**config.mk**
```make
export PLATFORM = sky130hd
export DESIGN_NAME = rotary_button_gesture_decoder_core
export DESIGN_NICKNAME = d
export VERILOG_FILES = /design/src/hdl/rbgd_pkg.sv /design/src/hdl/rbgd_step.sv /design/src/hdl/rotary_button_gesture_decoder_core.sv
export SDC_FILE = /design/constraint.sdc
export NUM_CORES = 1
export LEC_CHECK = 0
export ABC_CLOCK_PERIOD_IN_PS = 5250
export BUFFER_PORTS_ARGS = -buffer_cell sky130_fd_sc_hd__buf_2
export CORE_UTILIZATION = 55
export DETAILED_ROUTE_END_ITERATION = 12
export GPL_TIMING_DRIVEN = 0
export PLACE_DENSITY = 0.75
export SLEW_MARGIN = 20
export SYNTH_ARGS = -nofsm -noshare
export SYNTH_HDL_FRONTEND = slang
export SYNTH_SLANG_ARGS = --single-unit
```
**constraint.sdc**
```tcl
create_clock -name clk_i -period 5.25 [get_ports clk_i]
set_clock_uncertainty 0.15 [all_clocks]
set_input_delay 0.2625 -clock clk_i [delete_from_list [all_inputs] [get_ports clk_i]]
set_output_delay 0.2625 -clock clk_i [all_outputs]
set_load 0.1 [all_outputs]
```
**src/hdl/rbgd_pkg.sv**
```systemverilog
// ----------------------------------------------------------------------------
// rbgd_pkg
// Types and codes shared by the rotary/button gesture decoder.
// ----------------------------------------------------------------------------
`default_nettype none

package rbgd_pkg;

  localparam int unsigned TimeW  = 32;
  localparam int unsigned LimitW = 16;
  localparam int unsigned PosW   = 16;
  localparam int unsigned EvW    = 4;
  localparam int unsigned CfgIdxW = 8;

  localparam int unsigned InDataW  = 40;
  localparam int unsigned OutDataW = 24;

  // config register indexes
  localparam logic [CfgIdxW-1:0] REG_CLICK_LIMIT = 8'd0;
  localparam logic [CfgIdxW-1:0] REG_DCLICK_GAP  = 8'd1;

  localparam logic [LimitW-1:0] CLICK_LIMIT_RST = 16'd300;
  localparam logic [LimitW-1:0] DCLICK_GAP_RST  = 16'd150;

  // event codes
  localparam logic [EvW-1:0] EV_NONE       = 4'd0;
  localparam logic [EvW-1:0] EV_SCROLL_UP  = 4'd1;
  localparam logic [EvW-1:0] EV_SCROLL_DN  = 4'd2;
  localparam logic [EvW-1:0] EV_HSCROLL_UP = 4'd3;
  localparam logic [EvW-1:0] EV_HSCROLL_DN = 4'd4;
  localparam logic [EvW-1:0] EV_DSCROLL_UP = 4'd5;
  localparam logic [EvW-1:0] EV_DSCROLL_DN = 4'd6;
  localparam logic [EvW-1:0] EV_HOLD       = 4'd7;
  localparam logic [EvW-1:0] EV_RELEASE    = 4'd8;
  localparam logic [EvW-1:0] EV_CLICK      = 4'd9;
  localparam logic [EvW-1:0] EV_DCLICK     = 4'd10;

  typedef struct packed {
    logic [LimitW-1:0] click_limit_ms;
    logic [LimitW-1:0] double_click_gap_ms;
  } cfg_t;

  typedef struct packed {
    logic [TimeW-1:0] now_ms;
    logic             button_level;
    logic             phase_b;
    logic             phase_a;
  } in_item_t;

  typedef struct packed {
    logic signed [PosW-1:0] position;
    logic [EvW-1:0]         event_code;
  } result_t;

endpackage

`default_nettype wire

```
**src/hdl/rbgd_step.sv**
```systemverilog
// ----------------------------------------------------------------------------
// rbgd_step
// Detent and button gesture logic with its state; one sample per enable.
// ----------------------------------------------------------------------------
`default_nettype none

module rbgd_step
  import rbgd_pkg::*;
(
  input  wire logic     clk_i,
  input  wire logic     rst_ni,
  input  wire logic     en_i,
  input  wire in_item_t item_i,
  input  wire cfg_t     cfg_i,
  output result_t       res_o
);

  localparam logic [2:0] GS_UP      = 3'd0;
  localparam logic [2:0] GS_DOWN    = 3'd1;
  localparam logic [2:0] GS_PRE     = 3'd2;
  localparam logic [2:0] GS_HOLD    = 3'd3;
  localparam logic [2:0] GS_CLICK   = 3'd4;
  localparam logic [2:0] GS_DOUBLE  = 3'd5;
  localparam logic [2:0] GS_SCROLL  = 3'd6;
  localparam logic [2:0] GS_DSCROLL = 3'd7;

  logic             last_a_q, last_a_d;
  logic [2:0]       state_q, state_d;
  logic [TimeW-1:0] stamp_q, stamp_d;
  logic [PosW-1:0]  count_q, count_d;

  logic             detent, pressed, up;
  logic [TimeW-1:0] elapsed;
  logic             over_click, within_gap;
  logic [EvW-1:0]   ev;

  assign pressed    = ~item_i.button_level;
  assign detent     = item_i.phase_a & ~last_a_q;
  assign up         = (item_i.phase_b == item_i.phase_a);
  assign elapsed    = item_i.now_ms - stamp_q;
  assign over_click = elapsed > {{(TimeW-LimitW){1'b0}}, cfg_i.click_limit_ms};
  assign within_gap = elapsed <= {{(TimeW-LimitW){1'b0}}, cfg_i.double_click_gap_ms};

  always_comb begin
    last_a_d = item_i.phase_a;
    state_d  = state_q;
    stamp_d  = stamp_q;
    count_d  = count_q;
    ev       = EV_NONE;
    if (detent) begin
      count_d = up ? count_q + 1'b1 : count_q - 1'b1;
      if (!pressed) begin
        ev = up ? EV_SCROLL_UP : EV_SCROLL_DN;
      end else if (state_q == GS_DOUBLE || state_q == GS_DSCROLL) begin
        state_d = GS_DSCROLL;
        ev      = up ? EV_DSCROLL_UP : EV_DSCROLL_DN;
      end else begin
        state_d = GS_SCROLL;
        ev      = up ? EV_HSCROLL_UP : EV_HSCROLL_DN;
      end
    end else if (pressed) begin
      case (state_q)
        GS_UP: begin
          state_d = GS_PRE;
          stamp_d = item_i.now_ms;
        end
        GS_PRE: begin
          if (over_click) begin
            state_d = GS_HOLD;
            stamp_d = item_i.now_ms;
            ev      = EV_HOLD;
          end
        end
        GS_CLICK: begin
          if (within_gap) begin
            state_d = GS_DOUBLE;
            stamp_d = item_i.now_ms;
          end
        end
        default: ;
      endcase
    end else begin
      case (state_q)
        GS_PRE: begin
          if (!over_click) begin
            state_d = GS_CLICK;
            stamp_d = item_i.now_ms;
          end else begin
            state_d = GS_UP;
            ev      = EV_RELEASE;
          end
        end
        GS_CLICK: begin
          if (!within_gap) begin
            state_d = GS_UP;
            ev      = EV_CLICK;
          end
        end
        GS_HOLD: begin
          state_d = GS_UP;
          ev      = EV_RELEASE;
        end
        GS_DOUBLE: begin
          state_d = GS_UP;
          ev      = EV_DCLICK;
        end
        default: state_d = GS_UP;
      endcase
    end
  end

  assign res_o.event_code = ev;
  assign res_o.position   = count_d;

  always_ff @(posedge clk_i or negedge rst_ni) begin
    if (!rst_ni) begin
      last_a_q <= 1'b1;
      state_q  <= GS_UP;
      stamp_q  <= '0;
      count_q  <= '0;
    end else if (en_i) begin
      last_a_q <= last_a_d;
      state_q  <= state_d;
      stamp_q  <= stamp_d;
      count_q  <= count_d;
    end
  end

`ifndef SYNTHESIS
  a_idle_holds: assert property (@(posedge clk_i) disable iff (!rst_ni)
    !en_i |=> $stable(state_q) && $stable(stamp_q) && $stable(count_q))
    else $error("state changed without a sample");

  a_count_on_detent: assert property (@(posedge clk_i) disable iff (!rst_ni)
    en_i && !detent |=> $stable(count_q))
    else $error("position moved without a detent");

  a_no_down: assert property (@(posedge clk_i) disable iff (!rst_ni)
    state_q != GS_DOWN)
    else $error("unused down state entered");

  a_pressed_detent: assert property (@(posedge clk_i) disable iff (!rst_ni)
    en_i && detent && pressed |=> state_q == GS_SCROLL || state_q == GS_DSCROLL)
    else $error("pressed detent did not enter a scroll state");
`endif

endmodule

`default_nettype wire

```
**src/hdl/rotary_button_gesture_decoder_core.sv**
```systemverilog
// ----------------------------------------------------------------------------
// rotary_button_gesture_decoder_core
// Rotary encoder and push-button gesture decoder, one result per sample.
// ----------------------------------------------------------------------------
// Usage:
//   s_axis carries one pin sample per word (phase A/B, active-low button,
//   millisecond timestamp). m_axis returns exactly one word per sample:
//   event code (0 = none) and the running signed detent position.
//   cfg carries register writes: index 0 click limit, 1 double-click gap,
//   other indexes are dropped. cfg_ready_o is always high; write only idle.
// Timing:
//   Input register, then rbgd_step decode logic into the output register.
//   m_axis_tvalid rises once the sample has moved from the input register
//   into the output register. Throughput is one word per cycle while m_axis
//   is not stalled, set by the per-sample state update in rbgd_step.
// Stall:
//   A stalled m_axis holds its word; one more sample waits in the input
//   register, after which s_axis_tready drops until the output is taken.
// Reset:
//   Limits return to 300 / 150 ms, position to zero, button state to up,
//   phase A history to high. Both pipeline stages empty.
// ----------------------------------------------------------------------------
`default_nettype none

module rotary_button_gesture_decoder_core
  import rbgd_pkg::*;
(
  input  wire logic                clk_i,
  input  wire logic                rst_ni,
  // phase_a[0], phase_b[1], button_level[2], now_ms[34:3], zero pad
  input  wire logic [InDataW-1:0]  s_axis_tdata,
  input  wire logic                s_axis_tvalid,
  output logic                     s_axis_tready,
  // event_code[3:0], position[19:4], zero pad
  output logic [OutDataW-1:0]      m_axis_tdata,
  output logic                     m_axis_tvalid,
  input  wire logic                m_axis_tready,
  input  wire logic                cfg_valid_i,
  output logic                     cfg_ready_o,
  input  wire logic [CfgIdxW-1:0]  cfg_index_i,
  input  wire logic [LimitW-1:0]   cfg_data_i
);

  cfg_t     cfg_q;
  logic     in_valid_q, in_valid_d;
  in_item_t in_item_q;
  logic     out_valid_q, out_valid_d;
  result_t  out_res_q;
  result_t  step_res;
  logic     advance, in_take;

  assign cfg_ready_o = 1'b1;

  always_ff @(posedge clk_i or negedge rst_ni) begin
    if (!rst_ni) begin
      cfg_q.click_limit_ms      <= CLICK_LIMIT_RST;
      cfg_q.double_click_gap_ms <= DCLICK_GAP_RST;
    end else if (cfg_valid_i) begin
      case (cfg_index_i)
        REG_CLICK_LIMIT: cfg_q.click_limit_ms      <= cfg_data_i;
        REG_DCLICK_GAP:  cfg_q.double_click_gap_ms <= cfg_data_i;
        default: ;
      endcase
    end
  end

  assign advance       = in_valid_q && (!out_valid_q || m_axis_tready);
  assign s_axis_tready = !in_valid_q || advance;
  assign in_take       = s_axis_tvalid && s_axis_tready;

  always_comb begin
    in_valid_d = in_valid_q;
    if (in_take) begin
      in_valid_d = 1'b1;
    end else if (advance) begin
      in_valid_d = 1'b0;
    end
    out_valid_d = out_valid_q;
    if (advance) begin
      out_valid_d = 1'b1;
    end else if (m_axis_tready) begin
      out_valid_d = 1'b0;
    end
  end

  always_ff @(posedge clk_i or negedge rst_ni) begin
    if (!rst_ni) begin
      in_valid_q  <= 1'b0;
      out_valid_q <= 1'b0;
    end else begin
      in_valid_q  <= in_valid_d;
      out_valid_q <= out_valid_d;
    end
  end

  always_ff @(posedge clk_i) begin
    if (in_take) begin
      in_item_q.phase_a      <= s_axis_tdata[0];
      in_item_q.phase_b      <= s_axis_tdata[1];
      in_item_q.button_level <= s_axis_tdata[2];
      in_item_q.now_ms       <= s_axis_tdata[TimeW+2:3];
    end
    if (advance) begin
      out_res_q <= step_res;
    end
  end

  rbgd_step u_step (
    .clk_i  (clk_i),
    .rst_ni (rst_ni),
    .en_i   (advance),
    .item_i (in_item_q),
    .cfg_i  (cfg_q),
    .res_o  (step_res)
  );

  assign m_axis_tvalid = out_valid_q;
  assign m_axis_tdata  = {{(OutDataW-PosW-EvW){1'b0}}, out_res_q.position,
                          out_res_q.event_code};

endmodule

`default_nettype wire

```
# Yosys cells after proc, flatten, opt, wreduce, memory -nomap -nowiden
# Cells that the tools add are included.
[word_totals] reg_bits=141 output_inout_bits=27 wordCells=88
[classes] add_sub_neg=3 n_lt_le_gt_ge=2 n_eq_ne=15 muxes=34 bitwise=3 reduce_logical=17
[op_table] cell="two-way mux 32 bit" n=5
[op_table] cell="case mux 32 bit (3 select lines)" n=1
[op_table] cell="> comparator 32 x 16 -> 1 bit" n=1
[op_table] cell="less-or-equal comparator 32 x 16 -> 1 bit" n=1
[op_table] cell="two-way mux 16 bit" n=2
[op_table] cell="subtractor 32 bit" n=1
[op_table] cell="two-way mux 4 bit" n=7
[op_table] cell="two-way mux 3 bit" n=9
[op_table] cell="adder 16 x 1 -> 16 bit (second input constant)" n=1
[op_table] cell="case mux 4 bit (4 select lines)" n=1
[op_table] cell="subtractor 16 x 1 -> 16 bit (second input constant)" n=1
[op_table] cell="== test 3 bit (second input constant)" n=3
[op_table] cell="case mux 3 bit (3 select lines)" n=1
[op_table] cell="== test 8 x 1 -> 1 bit (second input constant)" n=1
[op_table] cell="logical NOT 8 bit" n=1
[op_table] cell="!= test 4 x 2 -> 1 bit (second input constant)" n=2
[op_table] cell="AND reduction 7 bit" n=1
[op_table] cell="== test 3 x 2 -> 1 bit (second input constant)" n=2
[op_table] cell="!= test 3 x 2 -> 1 bit (second input constant)" n=2
[op_table] cell="case mux 3 bit (2 select lines)" n=1
[op_table] cell="AND reduction 6 bit" n=1
[op_table] cell="two-way mux 1 bit" n=5
[op_table] cell="nonzero test 5 bit" n=1
[op_table] cell="two-way mux 2 bit" n=2
[op_table] cell="13 further kinds" n=21

# Depth between registers and ports, before layout
[depth] word_depth=6 mapped_depth=23

# Hierarchy
# A second synthesis with hierarchy kept.
[hier_totals] hier_cells=863 area_unflattened_um2=9042.4
[by_module_without_submodules] mod="rbgd_step" n_inst=1 cells_per_inst=721 area_per_inst_um2=5968.2
[by_module_without_submodules] mod="rotary_button_gesture_decoder_core" n_inst=1 cells_per_inst=142 area_per_inst_um2=3074.2

# Worst setup path before layout
# No wires, ideal clock.
[synth_path] path_type="register to register" from="reg in_item_q[3] in the netlist's numbering" to="reg u_step.stamp_q[10]" t_arrival_ns=4.087 t_required_ns=4.977 slack_ns=0.890 path_stages_with_launch=24 synth_period_minus_slack_ns=4.360 cell_sequence="edfxtp_1 inv_1 ha_1 fa_1 nand2b_1 a21o_1 a21oi_1 nand2_1 nand3_1 a21oi_1 xnor2_1 ha_1 a21o_1 a21o_1 a21oi_1 o21ai_0 a21oi_1 a31o_2 and4b_1 o22ai_2 or3_1 buf_6 buf_6 o221a_1"
[synth_via] elab_chain_cells=4 word_cells_on_any_way=7 cone_classes="add/sub: 1; order compare: 2; eq/ne: 3; reduce/logical: 1"
[synth_lines] element="start: declaration" line="rotary_button_gesture_decoder_core.sv:46" rtl="in_item_t in_item_q;"
[synth_lines] element="subtractor 32 bit (*)" line="rbgd_step.sv:40" rtl="assign elapsed = item_i.now_ms - stamp_q;"
[synth_lines] element="less-or-equal comparator 32 x 16 -> 1 bit / > comparator 32 x 16 -> 1 bit (equally long branches)" line="rbgd_step.sv:42, rbgd_step.sv:41"
[synth_lines] element="!= test 3 x 2 -> 1 bit (no line) / != test 2 bit (equally long branches)"
[synth_lines] element="AND reduction 7 bit (no line) (*)"
[synth_lines] element="end signal: assignment" line="rbgd_step.sv:124" rtl="stamp_q <= stamp_d;"
[synth_lines] element="end: declaration" line="rbgd_step.sv:29" rtl="logic [TimeW-1:0] stamp_q, stamp_d;"
# Every way passes the cells marked *; elsewhere a longest branch is shown, timed or not.
# A chain may end at the register's enable or synchronous reset.

# Final worst setup path
[layout_path] from="reg in_item_q[13] in the netlist's numbering" to="reg u_step.stamp_q[26]"
# Same word-level chain as after synthesis.

==> results.yml <==
timing:
  setup_viol: 0
  grt_setup_unrepaired: "false"
  finalMaxSlewViolations: 0
  finalHoldViolations: 0
  slew_headroom_pct: 41.19
  period_share_pct: 95.76
  period_needed_ns: 5.027
  fin_ws_ns: 0.2228
  setup_tns_ns: 0
  max_freq_mhz: 198.9
  tightest_slew_ns: 0.8815
detailed_routing:
  vias_per_cell: 5.911
  vias: 8512
  drt_wl_total_um: 24850
  drc: 0
  dr.pass1.iters: 6
  wl_per_cell_um: 17.26
  first_iter_violations: 631
  ant_nets: 0
die:
  rows: 48
  die_w_um: 135.1
  initial_core_util_pct: 56.35
  die_h_um: 135.1
  num_io_pins: 96
  coreArea_um2: 17300
  design.die.area_um2: 18260
clocking:
  cts_root_buf: "clkbuf_16"
  ctsHtreeMaxLevel: 4
  numClockSinks: 141
  cts_buffer_depth: 2
  clk_pin_slew_ns: 0.07
  cts_tree: "done"
  numCtsBuffers: 17
  clock_latency_ns: 0.44
grt:
  antenna_found_initial: 0
  track_usage_pct: 28.54
  grt_pass1_wl_um: 40550
  overflow: 0
  grt_max_degree: 67
  grt_pass1_vias: 8229
place:
  gp_congestion: 0.9342
  pre_cts_slack_ns: -0.06093
  placedCellCount: 1353
  port-buffer-count: 85
  dp_hpwl_um: 17980
synthesis:
  synth_edf_count: 55
  syn_area_um2: 9747
  synthMuxAreaShare_pct: 2.965
  synth_fa_ha_area_share_pct: 10.42
  syn_inst: 1038
  ys_top_cells_by_count: "nand2_1, a21oi_1, o21ai_0"
  synth-simple-area-share_pct: 14.94
  synthTopCellsByArea: "dfrtp_1, edfxtp_1, ha_1"
  netlist.area_leader.share_pct: 19.77
  synthArstFlopShare_pct: 60.99
  synth_area_per_cell_um2: 9.390
  synth_top_area_cell: "dfrtp_1"
  synth_xor_area_share_pct: 3.864
  synth_top_family_by_area: "compound AO/OA/AOI/OAI gates"
  synth_compound_area_share_pct: 21.87
  yosys.cell_count.top_type: "nand2_1"
  synth_ff_type: "dfrtp_1"
  yosys_warnings: 0
  ys_ff_latch: 141
  ys_seq_area_share_pct: 39.14
  synthDistinctLibCells: 84
finish:
  nFillCells: 1355
  final_util_pct: 67.50
  syn2layout_area_growth_pct: 19.78
  multi_input_area_um2: 5336
  final_nets: 1351
  layout-drive-gt1-share_pct: 18.02
  antenna_cells: 0
  final_cells: 1440
  seq_area_um2: 3815
setup_path:
  startpoint_type: "flop"
  worstPathRequired_ns: 5.41
  critPathKind: "flop to flop"
  crit_family: "compound AO/OA/AOI/OAI gates"
  cpPeakStageDelay_ns: 0.49
  cp-end-kind: "flop"
  slowest_stage: "edfxtp_1"
  crit_buf_inv: 2
  arrival_ns: 5.19
  crit_path_cell_trace: "ha_1 -> buf_2 -> a21oi_2 -> o21ai_0 -> o21ai_1 -> o21a_1 -> nand2_1 -> xor2_1 -> ha_1 -> nand4_1 -> or2_2 -> o32a_1 -> nand4bb_2 -> o22ai_4 -> a21oi_4 -> buf_2 -> o221a_1"
  crit_fanout: 10
power:
  power_density_nw_per_um2: 536.4
  irDropWorstVdd_uv: 307.2
  p_leak_uw: 0.004971
  power.total_uw: 6263
status:
  status: "finished clean"
min_path:
  hold_path.class: "input port to async pin"
job:
  cap_violations: 0
==> timing repair <==
item,in CTS,in global routing
hold buffers,55,0
hold endpoints to repair,146,0
gates resized for setup,2,6
endpoints found under the setup margin,20,36
gates cloned,0,0
setup buffers,0,0
==> layer usage <==
metal / vias to the layer above / track usage [%] / part of all wire, %
li1: 4165 / - / -
met4: 0 / 9.363 / 2.2
met5: - / 0 / 0
met1: 4028 / 37.89 / 46
met2: 271 / 47.46 / 47
met3: 48 / 4.467 / 4.9
==> sequential cells by signal, summed over array words and instances (netlist names) <==
register         count
in_item_q           35
cfg_q               32
u_step.stamp_q      32
m_axis_tdata        20
u_step.count_q      16
u_step.state_q       3
in_valid_q           1
m_axis_tvalid        1
u_step.last_a_q      1
==> layout make-up <==
type | instances | share of cell area [%]
plain buffers | 65 | 3.076
flip-flops and latches | 141 | 32.68
inverters | 79 | 2.540
multi-input cells | 756 | 45.71
repair buffers | 142 | 8.884
well taps | 225 | 2.411
clock inverters | 14 | 0.9431
clock buffers | 18 | 3.762
==> path summary, 6_finish.rpt <==
check,startpoint,cells after the start,slack (ns),endpoint
setup / recovery,in_item_q[13],17,0.22,u_step.stamp_q[26]
max in group asynchronous,rst_ni,3,4.22,u_step.last_a_q
min in group clk_i,cfg_index_i[0],3,0.11,cfg_q[16]
hold / removal,rst_ni,2,0.09,u_step.stamp_q[16]
setup reg to reg,in_item_q[13],17,0.22,u_step.stamp_q[26]
hold reg to reg,u_step.last_a_q,2,0.32,u_step.last_a_q
==> worst register-to-register path, stage by stage, from the launching register on <==
cell and delay, ns:
edfxtp_1 0.49, ha_1 0.33, buf_2 0.18, a21oi_2 0.22, o21ai_0 0.23, o21ai_1 0.25
o21a_1 0.20, nand2_1 0.08, xor2_1 0.21, ha_1 0.33, nand4_1 0.13, or2_2 0.34
o32a_1 0.41, nand4bb_2 0.39, o22ai_4 0.33, a21oi_4 0.17, buf_2 0.23, o221a_1 0.25
==> where the power goes <==
part	total (uW)	internal [uW]	switching, uW
registers	1610	1430	173
clock network	1140	624	514
logic	3520	1330	2190
==> cells by family (layout without fill, tap and decap cells) <==
| kind of cell | after synthesis | count (layout) |
|---|---|---|
| compound gates | 317 | 317 |
| buf+inv | 144 | 318 |
| other cells | 2 | 5 |
| flops | 141 | 141 |
| fa+ha+maj | 80 | 80 |
| simple gates | 285 | 285 |
| mux | 26 | 26 |
| xor+xnor | 43 | 43 |
==> cells in the final DEF, fill, tap and decap left out, types with 7 or more instances in the layout <==
cell type	count
xnor2_1	31
dfstp_2	9
o221a_1	20
nor3_1	17
mux2_2	23
buf_4	10
nand4_1	15
and3_1	8
nor2_1	44
xor2_1	11
inv_1	79
o21ai_0	82
a211oi_1	7
edfxtp_1	55
or3_1	10
o211ai_1	10
nand3_1	22
dlygate4sd3_1	55
clkbuf_1	31
nor4_1	31
clkbuf_16	17
o221a_2	8
o21a_1	8
a31oi_1	10
a21o_1	25
nand2_1	96
buf_6	9
ha_1	78
nand2b_1	13
buf_2	97
dfrtp_1	77
a21oi_1	82
==> metrics by stage <==
| step | area, um2 | hold WS, ns |
|---|---|---|
| 2_1_floorplan | 9758 | -0.1831 |
| 3_3_place_gp | 10470 | 0.2885 |
| 3_5_place_dp | 10540 | -0.02193 |
| 4_1_cts | 11650 | 0.08919 |
| 5_1_grt | 11670 | 0.1111 |
| 6_report | 11670 | 0.08792 |
(Power assumes the default switching activity.)
